<file path="src/design/fccp_pkg.sv">
// Shared types and constants of the content cache controller.
`timescale 1ns / 1ps
package fccp_pkg;

    localparam int ID_BITS     = 20;
    localparam int CLIENT_BITS = 8;
    localparam int CACHE_DEPTH = 128;
    localparam int CA_BITS     = 7;
    localparam int FILL_BITS   = 8;
    localparam int PEND_DEPTH  = 16;
    localparam int PA_BITS     = 4;
    localparam int PCNT_BITS   = 5;
    localparam int STAMP_BITS  = 16;
    localparam int CNT_BITS    = 32;
    localparam int MAX_RESULTS = 16;
    localparam int SIZE_BITS   = 8;
    localparam int SPAN_BITS   = 2;
    localparam int CIDX_BITS   = 2;
    localparam int CDATA_BITS  = 20;
    localparam int NCAND       = 5;
    localparam int OQ_DEPTH    = 4;
    localparam int OQ_BITS     = 2;

    localparam logic [CIDX_BITS-1:0] CFG_CACHE_SIZE = 2'd0;
    localparam logic [CIDX_BITS-1:0] CFG_PF_LIMIT   = 2'd1;
    localparam logic [CIDX_BITS-1:0] CFG_PF_SPAN    = 2'd2;

    localparam logic [SIZE_BITS-1:0]  CACHE_SIZE_RST = 8'd100;
    localparam logic [ID_BITS-1:0]    PF_LIMIT_RST   = 20'd101;
    localparam logic [SPAN_BITS-1:0]  PF_SPAN_RST    = 2'd2;

    localparam logic KIND_RESP  = 1'b0;
    localparam logic KIND_FETCH = 1'b1;

    typedef struct packed {
        logic                   is_arrival;
        logic [ID_BITS-1:0]     id;
        logic [CLIENT_BITS-1:0] client;
    } t_item;

    typedef struct packed {
        logic                   kind;
        logic [ID_BITS-1:0]     id;
        logic [CLIENT_BITS-1:0] dest;
        logic                   full;
        logic                   last;
        logic [CNT_BITS-1:0]    hits;
        logic [CNT_BITS-1:0]    accesses;
    } t_result;

    typedef struct packed {
        logic [SIZE_BITS-1:0] cache_size;
        logic [ID_BITS-1:0]   pf_limit;
        logic [SPAN_BITS-1:0] pf_span;
    } t_cfg;

    typedef enum logic [2:0] {
        ST_IDLE,
        ST_SCAN,
        ST_DECIDE,
        ST_HIT,
        ST_FETCH,
        ST_PSCAN,
        ST_ANSWER
    } t_state;

endpackage

</file>
<file path="src/design/fccp_ram.sv">
// Generic single-write, single-read RAM with registered read data.
`timescale 1ns / 1ps
module fccp_ram #(
    parameter int WIDTH = 8,
    parameter int DEPTH = 16
) (
    input  logic                     i_clk,
    input  logic                     i_we,
    input  logic [$clog2(DEPTH)-1:0] i_waddr,
    input  logic [WIDTH-1:0]         i_wdata,
    input  logic                     i_re,
    input  logic [$clog2(DEPTH)-1:0] i_raddr,
    output logic [WIDTH-1:0]         o_rdata
);

    logic [WIDTH-1:0] r_mem [DEPTH];
    logic [WIDTH-1:0] r_rdata;

    always_ff @(posedge i_clk) begin
        if (i_we) begin
            r_mem[i_waddr] <= i_wdata;
        end
        if (i_re) begin
            r_rdata <= r_mem[i_raddr];
        end
    end

    assign o_rdata = r_rdata;

endmodule

</file>
<file path="src/design/fccp_front.sv">
// Front end: accepts and classifies input items into a two-entry queue.
`timescale 1ns / 1ps
module fccp_front
    import fccp_pkg::*;
(
    input  logic                   i_clk,
    input  logic                   i_rst_n,
    input  logic                   push,
    output logic                   full,
    input  logic                   i_action,
    input  logic [ID_BITS-1:0]     i_item_id,
    input  logic [CLIENT_BITS-1:0] i_client,
    output logic                   o_vld,
    output t_item                  o_item,
    input  logic                   i_take
);

    t_item      r_q [2];
    logic       r_wp, n_wp;
    logic       r_rp, n_rp;
    logic [1:0] r_cnt, n_cnt;
    logic       w_put, w_get;

    assign full   = (r_cnt == 2'd2);
    assign o_vld  = (r_cnt != 2'd0);
    assign o_item = r_q[r_rp];
    assign w_put  = push && !full;
    assign w_get  = i_take && o_vld;

    always_comb begin
        n_wp  = w_put ? !r_wp : r_wp;
        n_rp  = w_get ? !r_rp : r_rp;
        n_cnt = r_cnt + {1'b0, w_put} - {1'b0, w_get};
    end

    always_ff @(posedge i_clk) begin
        if (!i_rst_n) begin
            r_wp  <= 1'b0;
            r_rp  <= 1'b0;
            r_cnt <= 2'd0;
        end else begin
            r_wp  <= n_wp;
            r_rp  <= n_rp;
            r_cnt <= n_cnt;
        end
        if (w_put) begin
            r_q[r_wp] <= '{is_arrival: i_action, id: i_item_id, client: i_client};
        end
    end

endmodule

</file>
<file path="src/design/fccp_outq.sv">
// Result queue between the back end and the result port.
`timescale 1ns / 1ps
module fccp_outq
    import fccp_pkg::*;
(
    input  logic    i_clk,
    input  logic    i_rst_n,
    input  logic    i_put,
    input  t_result i_res,
    output logic    o_space,
    output logic    empty,
    input  logic    pop,
    output t_result o_res
);

    t_result              r_q [OQ_DEPTH];
    logic [OQ_BITS-1:0]   r_wp, r_rp;
    logic [OQ_BITS:0]     r_cnt, n_cnt;
    logic                 w_put, w_get;

    assign o_space = (r_cnt != OQ_BITS'(0) + (OQ_BITS+1)'(OQ_DEPTH));
    assign empty   = (r_cnt == '0);
    assign o_res   = r_q[r_rp];
    assign w_put   = i_put && o_space;
    assign w_get   = pop && !empty;

    always_comb begin
        n_cnt = r_cnt + {{OQ_BITS{1'b0}}, w_put} - {{OQ_BITS{1'b0}}, w_get};
    end

    always_ff @(posedge i_clk) begin
        if (!i_rst_n) begin
            r_wp  <= '0;
            r_rp  <= '0;
            r_cnt <= '0;
        end else begin
            r_cnt <= n_cnt;
            if (w_put) begin
                r_wp <= r_wp + 1'b1;
            end
            if (w_get) begin
                r_rp <= r_rp + 1'b1;
            end
        end
        if (w_put) begin
            r_q[r_wp] <= i_res;
        end
    end

endmodule

</file>
<file path="src/design/fccp_back.sv">
// Back end: id store search, prefetch issue, pending table and answers.
`timescale 1ns / 1ps
module fccp_back
    import fccp_pkg::*;
(
    input  logic    i_clk,
    input  logic    i_rst_n,
    input  t_cfg    i_cfg,
    input  logic    i_vld,
    input  t_item   i_item,
    output logic    o_take,
    output logic    o_emit,
    output t_result o_res,
    input  logic    i_space
);

    t_state r_state, n_state;
    t_item  r_item, n_item;

    logic [CA_BITS-1:0]   r_head, n_head;
    logic [FILL_BITS-1:0] r_fill, n_fill;
    logic [CNT_BITS-1:0]  r_hits, n_hits;
    logic [CNT_BITS-1:0]  r_acc, n_acc;
    logic [FILL_BITS-1:0] r_sidx, n_sidx;
    logic                 r_rvld, n_rvld;
    logic [NCAND-1:0]     r_found, n_found;
    logic [NCAND-1:0]     r_mask, n_mask;
    logic                 r_full, n_full;

    logic [ID_BITS-1:0]     r_pid    [PEND_DEPTH];
    logic [CLIENT_BITS-1:0] r_pcl    [PEND_DEPTH];
    logic [STAMP_BITS-1:0]  r_pstamp [PEND_DEPTH];
    logic [PEND_DEPTH-1:0]  r_pvalid, n_pvalid;
    logic [STAMP_BITS-1:0]  r_nstamp, n_nstamp;
    logic [PA_BITS-1:0]     r_pidx, n_pidx;
    logic [PA_BITS-1:0]     r_best, n_best;
    logic [STAMP_BITS-1:0]  r_bage, n_bage;
    logic                   r_bfound, n_bfound;
    logic [PCNT_BITS-1:0]   r_matches, n_matches;
    logic [PCNT_BITS-1:0]   r_nans, n_nans;

    logic                 w_rec;
    logic [PA_BITS-1:0]   w_slot;
    logic                 w_ren, w_we;
    logic [CA_BITS-1:0]   w_raddr, w_waddr;
    logic [ID_BITS-1:0]   w_rdata;
    logic [ID_BITS-1:0]   w_cand [NCAND];
    logic [NCAND-1:0]     w_hitv, w_mk, w_low, w_rest;
    logic [SIZE_BITS-1:0] w_lim;
    logic                 w_pmatch, w_better, w_scan_end, w_ans_last;
    logic [STAMP_BITS-1:0] w_age;

    fccp_ram #(
        .WIDTH(ID_BITS),
        .DEPTH(CACHE_DEPTH)
    ) u_store (
        .i_clk   (i_clk),
        .i_we    (w_we),
        .i_waddr (w_waddr),
        .i_wdata (r_item.id),
        .i_re    (w_ren),
        .i_raddr (w_raddr),
        .o_rdata (w_rdata)
    );

    always_comb begin
        w_cand[0] = r_item.id;
        w_cand[1] = r_item.id - ID_BITS'(1);
        w_cand[2] = r_item.id - ID_BITS'(2);
        w_cand[3] = r_item.id + ID_BITS'(1);
        w_cand[4] = r_item.id + ID_BITS'(2);
        for (int k = 0; k < NCAND; k++) begin
            w_hitv[k] = r_rvld && (w_rdata == w_cand[k]);
        end
    end

    always_comb begin
        w_mk[0] = 1'b1;
        w_mk[1] = (i_cfg.pf_span >= 2'd1) && (r_item.id >= ID_BITS'(2)) && !r_found[1];
        w_mk[2] = (i_cfg.pf_span >= 2'd2) && (r_item.id >= ID_BITS'(3)) && !r_found[2];
        w_mk[3] = (i_cfg.pf_span >= 2'd1)
                  && (({1'b0, r_item.id} + (ID_BITS+1)'(1)) < {1'b0, i_cfg.pf_limit})
                  && !r_found[3];
        w_mk[4] = (i_cfg.pf_span >= 2'd2)
                  && (({1'b0, r_item.id} + (ID_BITS+1)'(2)) < {1'b0, i_cfg.pf_limit})
                  && !r_found[4];
    end

    always_comb begin
        w_low  = r_mask & (~r_mask + NCAND'(1));
        w_rest = r_mask & ~w_low;
    end

    always_comb begin
        w_slot = '0;
        w_rec  = 1'b0;
        for (int k = PEND_DEPTH - 1; k >= 0; k--) begin
            if (!r_pvalid[k]) begin
                w_slot = PA_BITS'(k);
                w_rec  = 1'b1;
            end
        end
    end

    always_comb begin
        if (i_cfg.cache_size == '0) begin
            w_lim = SIZE_BITS'(1);
        end else if (i_cfg.cache_size > SIZE_BITS'(CACHE_DEPTH)) begin
            w_lim = SIZE_BITS'(CACHE_DEPTH);
        end else begin
            w_lim = i_cfg.cache_size;
        end
    end

    assign w_ren   = (r_state == ST_SCAN) && (r_sidx < r_fill);
    assign w_raddr = r_head + r_sidx[CA_BITS-1:0];
    assign w_we    = (r_state == ST_DECIDE) && r_item.is_arrival && !r_found[0];
    assign w_waddr = r_head + r_fill[CA_BITS-1:0];

    assign w_age      = r_nstamp - r_pstamp[r_pidx];
    assign w_pmatch   = r_pvalid[r_pidx] && (r_pid[r_pidx] == r_item.id);
    assign w_better   = w_pmatch && (!r_bfound || (w_age > r_bage));
    assign w_scan_end = (r_pidx == PA_BITS'(PEND_DEPTH - 1));
    assign w_ans_last = (r_matches == PCNT_BITS'(1))
                        || (r_nans == PCNT_BITS'(MAX_RESULTS - 1));

    always_comb begin
        n_state = r_state;
        unique case (r_state)
            ST_IDLE: begin
                if (i_vld) begin
                    n_state = ST_SCAN;
                end
            end
            ST_SCAN: begin
                if (!w_ren && !r_rvld) begin
                    n_state = ST_DECIDE;
                end
            end
            ST_DECIDE: begin
                if (r_item.is_arrival) begin
                    n_state = ST_PSCAN;
                end else if (r_found[0]) begin
                    n_state = ST_HIT;
                end else begin
                    n_state = ST_FETCH;
                end
            end
            ST_HIT: begin
                if (i_space) begin
                    n_state = ST_IDLE;
                end
            end
            ST_FETCH: begin
                if (i_space && (w_rest == '0)) begin
                    n_state = ST_IDLE;
                end
            end
            ST_PSCAN: begin
                if (w_scan_end) begin
                    n_state = ((r_matches == '0) && !w_pmatch) ? ST_IDLE : ST_ANSWER;
                end
            end
            ST_ANSWER: begin
                if (i_space) begin
                    n_state = w_ans_last ? ST_IDLE : ST_PSCAN;
                end
            end
            default: n_state = ST_IDLE;
        endcase
    end

    always_comb begin
        n_item    = r_item;
        n_head    = r_head;
        n_fill    = r_fill;
        n_hits    = r_hits;
        n_acc     = r_acc;
        n_sidx    = r_sidx;
        n_rvld    = 1'b0;
        n_found   = r_found;
        n_mask    = r_mask;
        n_full    = r_full;
        n_pvalid  = r_pvalid;
        n_nstamp  = r_nstamp;
        n_pidx    = r_pidx;
        n_best    = r_best;
        n_bage    = r_bage;
        n_bfound  = r_bfound;
        n_matches = r_matches;
        n_nans    = r_nans;
        o_take    = 1'b0;
        o_emit    = 1'b0;
        o_res     = '{kind: KIND_RESP, id: r_item.id, dest: r_item.client, full: 1'b0,
                      last: 1'b0, hits: r_hits, accesses: r_acc};
        unique case (r_state)
            ST_IDLE: begin
                o_take = 1'b1;
                if (i_vld) begin
                    n_item  = i_item;
                    n_sidx  = '0;
                    n_found = '0;
                    if (!i_item.is_arrival) begin
                        n_acc = r_acc + CNT_BITS'(1);
                    end
                end
            end
            ST_SCAN: begin
                n_rvld  = w_ren;
                n_found = r_found | w_hitv;
                if (w_ren) begin
                    n_sidx = r_sidx + FILL_BITS'(1);
                end
            end
            ST_DECIDE: begin
                n_pidx    = '0;
                n_bfound  = 1'b0;
                n_matches = '0;
                n_nans    = '0;
                if (r_item.is_arrival) begin
                    if (!r_found[0]) begin
                        if (r_fill >= w_lim) begin
                            n_head = r_head + CA_BITS'(1);
                        end else begin
                            n_fill = r_fill + FILL_BITS'(1);
                        end
                    end
                end else if (r_found[0]) begin
                    n_hits = r_hits + CNT_BITS'(1);
                end else begin
                    n_mask = w_mk;
                    n_full = !w_rec;
                    if (w_rec) begin
                        n_pvalid[w_slot] = 1'b1;
                        n_nstamp         = r_nstamp + STAMP_BITS'(1);
                    end
                end
            end
            ST_HIT: begin
                o_emit     = i_space;
                o_res.last = 1'b1;
            end
            ST_FETCH: begin
                o_emit     = i_space;
                o_res.kind = KIND_FETCH;
                o_res.dest = '0;
                o_res.full = r_full;
                o_res.last = (w_rest == '0);
                for (int k = 0; k < NCAND; k++) begin
                    if (w_low[k]) begin
                        o_res.id = w_cand[k];
                    end
                end
                if (i_space) begin
                    n_mask = w_rest;
                end
            end
            ST_PSCAN: begin
                n_pidx = r_pidx + PA_BITS'(1);
                if (w_pmatch) begin
                    n_matches = r_matches + PCNT_BITS'(1);
                end
                if (w_better) begin
                    n_best   = r_pidx;
                    n_bage   = w_age;
                    n_bfound = 1'b1;
                end
            end
            ST_ANSWER: begin
                o_emit     = i_space;
                o_res.dest = r_pcl[r_best];
                o_res.last = w_ans_last;
                if (i_space) begin
                    n_pvalid[r_best] = 1'b0;
                    n_nans           = r_nans + PCNT_BITS'(1);
                    n_pidx           = '0;
                    n_bfound         = 1'b0;
                    n_matches        = '0;
                end
            end
            default: begin
            end
        endcase
    end

    always_ff @(posedge i_clk) begin
        if (!i_rst_n) begin
            r_state  <= ST_IDLE;
            r_head   <= '0;
            r_fill   <= '0;
            r_hits   <= '0;
            r_acc    <= '0;
            r_rvld   <= 1'b0;
            r_pvalid <= '0;
            r_nstamp <= '0;
        end else begin
            r_state  <= n_state;
            r_head   <= n_head;
            r_fill   <= n_fill;
            r_hits   <= n_hits;
            r_acc    <= n_acc;
            r_rvld   <= n_rvld;
            r_pvalid <= n_pvalid;
            r_nstamp <= n_nstamp;
        end
        r_item    <= n_item;
        r_sidx    <= n_sidx;
        r_found   <= n_found;
        r_mask    <= n_mask;
        r_full    <= n_full;
        r_pidx    <= n_pidx;
        r_best    <= n_best;
        r_bage    <= n_bage;
        r_bfound  <= n_bfound;
        r_matches <= n_matches;
        r_nans    <= n_nans;
        if ((r_state == ST_DECIDE) && !r_item.is_arrival && !r_found[0] && w_rec) begin
            r_pid[w_slot]    <= r_item.id;
            r_pcl[w_slot]    <= r_item.client;
            r_pstamp[w_slot] <= r_nstamp;
        end
    end

    a_fill_bound: assert property (@(posedge i_clk) disable iff (!i_rst_n)
        r_fill <= FILL_BITS'(CACHE_DEPTH))
        else $error("store fill beyond depth");

    a_emit_state: assert property (@(posedge i_clk) disable iff (!i_rst_n)
        o_emit |-> (r_state == ST_HIT || r_state == ST_FETCH || r_state == ST_ANSWER))
        else $error("result emitted outside an emitting state");

    a_fetch_mask: assert property (@(posedge i_clk) disable iff (!i_rst_n)
        (r_state == ST_FETCH) |-> (r_mask != '0))
        else $error("fetch state with nothing to issue");

    a_answer_best: assert property (@(posedge i_clk) disable iff (!i_rst_n)
        (r_state == ST_ANSWER) |-> (r_bfound && r_pvalid[r_best]))
        else $error("answer without a valid pending entry");

    a_take_idle: assert property (@(posedge i_clk) disable iff (!i_rst_n)
        (o_take && i_vld) |=> (r_state == ST_SCAN))
        else $error("accepted item did not start a store scan");

endmodule

</file>
<file path="src/design/fifo_content_cache_with_prefetch.sv">
// Top level of the content cache controller with prefetch and pending table.
`timescale 1ns / 1ps
// Input queue: push/full carries action, item_id and client. Result queue:
// empty/pop presents kind, out_id, dest_client, pending_full, last and the
// hit and access counters; last marks the final result of an input item.
// Configuration: i_cfg_valid/o_cfg_ready with i_cfg_index (0 cache_size,
// 1 prefetch_limit, 2 prefetch_span) and i_cfg_data; ready is always high.
// Items are worked one at a time. Each item scans the filled part of the id
// store through the single RAM read port, one entry per cycle. An arrival
// adds a walk over the 16-entry pending table per answered requester; an
// arrival with no pending requester gives no result.
// A two-entry input queue takes new items while the back end works, and a
// four-entry result queue holds results; when the receiver stalls the back
// end waits and the input queue fills, then full rises.
// Reset clears counters, store fill, pending valid bits and both queues and
// loads the register defaults (100, 101, 2). No clearing pass is needed.
module fifo_content_cache_with_prefetch
    import fccp_pkg::*;
(
    input  logic                   i_clk,
    input  logic                   i_rst_n,
    input  logic                   push,
    output logic                   full,
    input  logic                   i_action,
    input  logic [ID_BITS-1:0]     i_item_id,
    input  logic [CLIENT_BITS-1:0] i_client,
    output logic                   empty,
    input  logic                   pop,
    output logic                   o_kind,
    output logic [ID_BITS-1:0]     o_out_id,
    output logic [CLIENT_BITS-1:0] o_dest_client,
    output logic                   o_pending_full,
    output logic                   o_last,
    output logic [CNT_BITS-1:0]    o_hit_count,
    output logic [CNT_BITS-1:0]    o_access_count,
    input  logic                   i_cfg_valid,
    output logic                   o_cfg_ready,
    input  logic [CIDX_BITS-1:0]   i_cfg_index,
    input  logic [CDATA_BITS-1:0]  i_cfg_data
);

    t_cfg    r_cfg;
    t_item   w_item;
    logic    w_vld, w_take, w_emit, w_space;
    t_result w_res, w_out;

    assign o_cfg_ready = 1'b1;

    always_ff @(posedge i_clk) begin
        if (!i_rst_n) begin
            r_cfg <= '{cache_size: CACHE_SIZE_RST, pf_limit: PF_LIMIT_RST,
                       pf_span: PF_SPAN_RST};
        end else if (i_cfg_valid && o_cfg_ready) begin
            unique case (i_cfg_index)
                CFG_CACHE_SIZE: r_cfg.cache_size <= i_cfg_data[SIZE_BITS-1:0];
                CFG_PF_LIMIT:   r_cfg.pf_limit   <= i_cfg_data[ID_BITS-1:0];
                CFG_PF_SPAN:    r_cfg.pf_span    <= i_cfg_data[SPAN_BITS-1:0];
                default: begin
                end
            endcase
        end
    end

    fccp_front u_front (
        .i_clk     (i_clk),
        .i_rst_n   (i_rst_n),
        .push      (push),
        .full      (full),
        .i_action  (i_action),
        .i_item_id (i_item_id),
        .i_client  (i_client),
        .o_vld     (w_vld),
        .o_item    (w_item),
        .i_take    (w_take)
    );

    fccp_back u_back (
        .i_clk   (i_clk),
        .i_rst_n (i_rst_n),
        .i_cfg   (r_cfg),
        .i_vld   (w_vld),
        .i_item  (w_item),
        .o_take  (w_take),
        .o_emit  (w_emit),
        .o_res   (w_res),
        .i_space (w_space)
    );

    fccp_outq u_outq (
        .i_clk   (i_clk),
        .i_rst_n (i_rst_n),
        .i_put   (w_emit),
        .i_res   (w_res),
        .o_space (w_space),
        .empty   (empty),
        .pop     (pop),
        .o_res   (w_out)
    );

    assign o_kind         = w_out.kind;
    assign o_out_id       = w_out.id;
    assign o_dest_client  = w_out.dest;
    assign o_pending_full = w_out.full;
    assign o_last         = w_out.last;
    assign o_hit_count    = w_out.hits;
    assign o_access_count = w_out.accesses;

endmodule
</file>
<file path="config.mk">
export PLATFORM = sky130hd
export DESIGN_NAME = fifo_content_cache_with_prefetch
export DESIGN_NICKNAME = d
export VERILOG_FILES = /design/src/design/fccp_pkg.sv /design/src/design/fccp_ram.sv /design/src/design/fccp_front.sv /design/src/design/fccp_outq.sv /design/src/design/fccp_back.sv /design/src/design/fifo_content_cache_with_prefetch.sv
export SDC_FILE = /design/constraint.sdc
export NUM_CORES = 2
export LEC_CHECK = 0
export BUFFER_PORTS_ARGS = -buffer_cell sky130_fd_sc_hd__buf_4
export CORE_ASPECT_RATIO = 0.5
export CORE_MARGIN = 3
export CORE_UTILIZATION = 30
export CTS_CLUSTER_SIZE = 14
export DETAILED_ROUTE_END_ITERATION = 8
export PLACE_DENSITY_LB_ADDON = 0.3
export SLEW_MARGIN = 20
export SYNTH_ARGS = -nofsm -noshare
export SYNTH_HDL_FRONTEND = slang
export SYNTH_HIERARCHICAL = 1
export SYNTH_SLANG_ARGS = --single-unit
</file>
<file path="constraint.sdc">
create_clock -name i_clk -period 7.03 [get_ports i_clk]
set_input_delay 1.0545 -clock i_clk [delete_from_list [all_inputs] [get_ports i_clk]]
set_output_delay 1.0545 -clock i_clk [all_outputs]
set_load 0.02 [all_outputs]
</file>
==> flow_summary.json <==
{
  "netlist_area_um2": 158000,
  "areaGrowthSynthToFinish_pct": 15.11,
  "gr-usage-all-layers": 0.1526,
  "yosysWarnings": 6,
  "max_freq_mhz": 160.0,
  "cts_max_path_buffers": 4,
  "rsz0062_at_grt": "no",
  "dp_hpwl_um": 248400,
  "wl_per_cell_um": 27.58,
  "gr-total-overflow": 0,
  "async_flop_share": 0,
  "cpMaxStageDelayCell": "dfxtp_4",
  "utilization": 0.3485,
  "clkTransAtPathRegs_ns": 0.06,
  "tns_ns": 0,
  "num_vias": 77141,
  "slowest_delay_ns": 0.99,
  "period_share": 0.8891,
  "cp.required_ns": 7.60,
  "worstSetupPathType": "reg -> reg",
  "synth_ff_type": "edfxtp_1",
  "drc_errors": 0,
  "startpoint_type": "register",
  "die_h_um": 519.1,
  "final_antenna_net_count": 0,
  "viasPerCell": 5.054,
  "cts_setup_buffers": 0,
  "drive_gt1_frac": 0.2848,
  "boundaryPins": 154,
  "routed_wl_um": 420900,
  "start_util": 0.3027,
  "p_leak_uw": 0.05617,
  "gp_congestion": 0.8369,
  "max-cap-violations": 0,
  "crit_arrival_ns": 6.83,
  "hold_violations": 0,
  "antenna_found_initial": 29,
  "syn_nets": 7665,
  "drt_first_pass_iters": 6,
  "clk-insertion-delay-late_ns": 0.91,
  "run_status": "finished, final reports clean",
  "port_buffers": 152,
  "h-tree-depth": 5,
  "crit_path_end_kind": "register",
  "ys_seq_area_frac": 0.7446,
  "rows": 187,
  "clock-sinks": 3972,
  "ir_worst_vdd_mv": 0.3326,
  "cts_tree": "built",
  "syn_area_per_cell_um2": 21.11,
  "period_needed_ns": 6.250,
  "cts_buffers": 388,
  "root_buffer": "clkbuf_16",
  "die_area_um2": 535800,
  "fin_nets": 8128,
  "synthCells": 7483,
  "relSlewSlack": 0.2169,
  "grt_pass1_wl_um": 597200,
  "fp.dieW_um": 1032,
  "tightest_slew_ns": 1.169,
  "drt_iter0_markers": 7844,
  "hold_buffers": 0,
  "ys_ff_latch": 3972,
  "grt_max_degree": 147,
  "path_cells": "mux4_2, mux4_2, inv_1, ha_1, nor2b_1, o21ai_0, a21boi_0, o211ai_1, a21oi_1, o31ai_1, buf_4, o31ai_1, xnor2_1, ha_1, nand4_1, nor2_1, o21ai_0, a31oi_1, nor3_1, a31oi_1, and4_1, nand2b_1",
  "path_max_fanout": 46,
  "synth_edf_count": 3805,
  "cts_resized": 0,
  "hold_class": "in -> reg",
  "fin_skew_ns": 0.07505,
  "slew_viol_final": 0,
  "first_global_vias": 78042,
  "final-setup-viol-count": 0,
  "ys_types": 84,
  "p_per_area_nw_per_um2": 381.0,
  "fp.coreArea_um2": 521800
}
## per-layer routing
| layer | up-vias | GRT usage | wire length, µm |
|---|---|---|---|
| met5 | - | 0 | 13 |
| met4 | 2 | 0.03866 | 11240 |
| met3 | 570 | 0.01676 | 20570 |
| met2 | 2273 | 0.2560 | 206800 |
| met1 | 42293 | 0.2132 | 182300 |
| li1 | 32003 | - | - |
## registers in the layout (all words and copies together), names as in the netlist, 7 cells and up, named ones only
signal / count
u_back/r_pcl: 128
u_back/r_pid: 320
u_back/r_head: 7
u_back/r_fill: 8
u_outq/r_q: 380
u_back/r_item: 29
r_cfg: 30
u_back/r_sidx: 8
u_back/r_bage: 16
u_back/u_store/r_mem: 2560
u_back/r_hits: 32
u_back/r_pstamp: 256
u_back/r_acc: 32
u_back/r_nstamp: 16
u_back/r_pvalid: 16
u_front/r_q: 58
u_back/u_store/o_rdata: 20
## report_power, final
part,leakage (µW),switching (µW),internal [µW]
logic,0.0145,11700,7980
registers,0.0357,682,28500
clock network,0.00599,8840,11600
## cell usage in the layout, fill, tap and decap left out, types with 13 or more instances in the layout
master     Yosys  routed
mux2_4        14      14
and2_1        26      22
o22ai_1       14      14
and4_1        15      15
a31oi_1       19      19
clkbuf_8       0      13
clkinv_2       0      60
a21o_1        32      32
buf_4          7     414
ha_1         122     121
diode_2        0      17
buf_12         6      34
o21ai_0       64      64
nand3_1       80      80
mux2_2        40      40
nand4_1       59      59
clkbuf_16      0     398
nor2b_1       37      36
dfxtp_1      167     159
and3_1        22      22
nor4_1        24      21
nor2_4         0      29
or3_1         33      33
xor2_1       124     123
xnor2_1      130     126
mux4_2      1134    1134
nor3_1        59      47
a21oi_1       96      96
nor2_1       314     185
nand2b_1      33      33
bufinv_16      0      30
nor2_2         0     100
clkbuf_1     227      88
inv_1        125     122
edfxtp_1    3805    3805
mux2i_1       84      84
o211ai_1      20      20
nand2_1      223     222
clkinv_1       0      83
## cells by family (layout without fill, tap and decap cells)
group	after synthesis	count (layout)	share of synthesized area
xor+xnor	254	254	0.01408
simple gates	977	977	0.02996
mux	1277	1277	0.1720
other cells	1	18	0.00002374
buf+inv	505	1274	0.01391
compound gates	370	370	0.01521
fa+ha+maj	127	127	0.01023
flops	3972	3972	0.7446
## critical path, delay by kind of cell (launching register included)
family                     cells  cell delay (ns)
xor gates and xnor gates       1             0.15
AOI/OAI and AO/OA              9             1.77
DFF                            1             0.99
muxes                          2             1.10
adders and majority gates      2             0.55
buffers and inverters          2             0.29
and+or+nand+nor                6             1.08
## path summary, 6_finish.rpt
path	from	endpoint	slack, ns	cells after the start
min	i_item_id[0]	u_front/r_q[0][8]	0.30	1
max	register	u_back/r_bfound	0.78	22
max reg2reg	register	u_back/r_bfound	0.78	22
min reg2reg	r_cfg[13]	r_cfg[13]	0.46	2
## cell type report
class / instances / area [µm²]
timing repair buffer: 451 / 3842
inverter: 127 / 486.7
fill: 48429 / 339900
tap: 6993 / 8750
clock buffer: 499 / 10470
clock inverter: 197 / 1797
sequential: 3972 / 117600
multi-input combinational: 3006 / 38800
antenna: 17 / 42.54
## synth_stat cells (24+ instances only)
master | count | share of area
edfxtp_1 | 3805 | 0.72
mux4_2 | 1134 | 0.16
nor2_1 | 314 | 0.0075
clkbuf_1 | 227 | 0.0054
nand2_1 | 223 | 0.0053
dfxtp_1 | 167 | 0.021
xnor2_1 | 130 | 0.0072
inv_1 | 125 | 0.0030
xor2_1 | 124 | 0.0069
ha_1 | 122 | 0.0097
buf_2 | 106 | 0.0034
a21oi_1 | 96 | 0.0030
mux2i_1 | 84 | 0.0053
nand3_1 | 80 | 0.0025
o21ai_0 | 64 | 0.0020
nand4_1 | 59 | 0.0023
nor3_1 | 59 | 0.0019
mux2_2 | 40 | 0.0029
nor2b_1 | 37 | 0.0015
nand2b_1 | 33 | 0.0013
or3_1 | 33 | 0.0013
a21o_1 | 32 | 0.0015
and2_1 | 26 | 0.0010
buf_1 | 26 | 0.00062
nor4_1 | 24 | 0.00095
## stage by stage
| step | instance area, µm² | total power [µW] | hold slack [ns] | worst slack (ns) | std cells |
|---|---|---|---|---|---|
| finish | 181800 | 69280 | 0.3028 | 0.7796 | 15262 |
| global placement | 169400 | 49490 | 0.4463 | 0.4987 | 14547 |
| CTS | 181800 | 70180 | 0.2218 | 0.6478 | 15244 |
| floorplan | 158000 | 41790 | 0.4347 | 0.3133 | 7483 |
| detailed placement | 169500 | 49700 | 0.4489 | 0.6418 | 14548 |
| global route | 181800 | 71920 | 0.2452 | 0.1851 | 15247 |
Power figures use the tool's default switching activity.
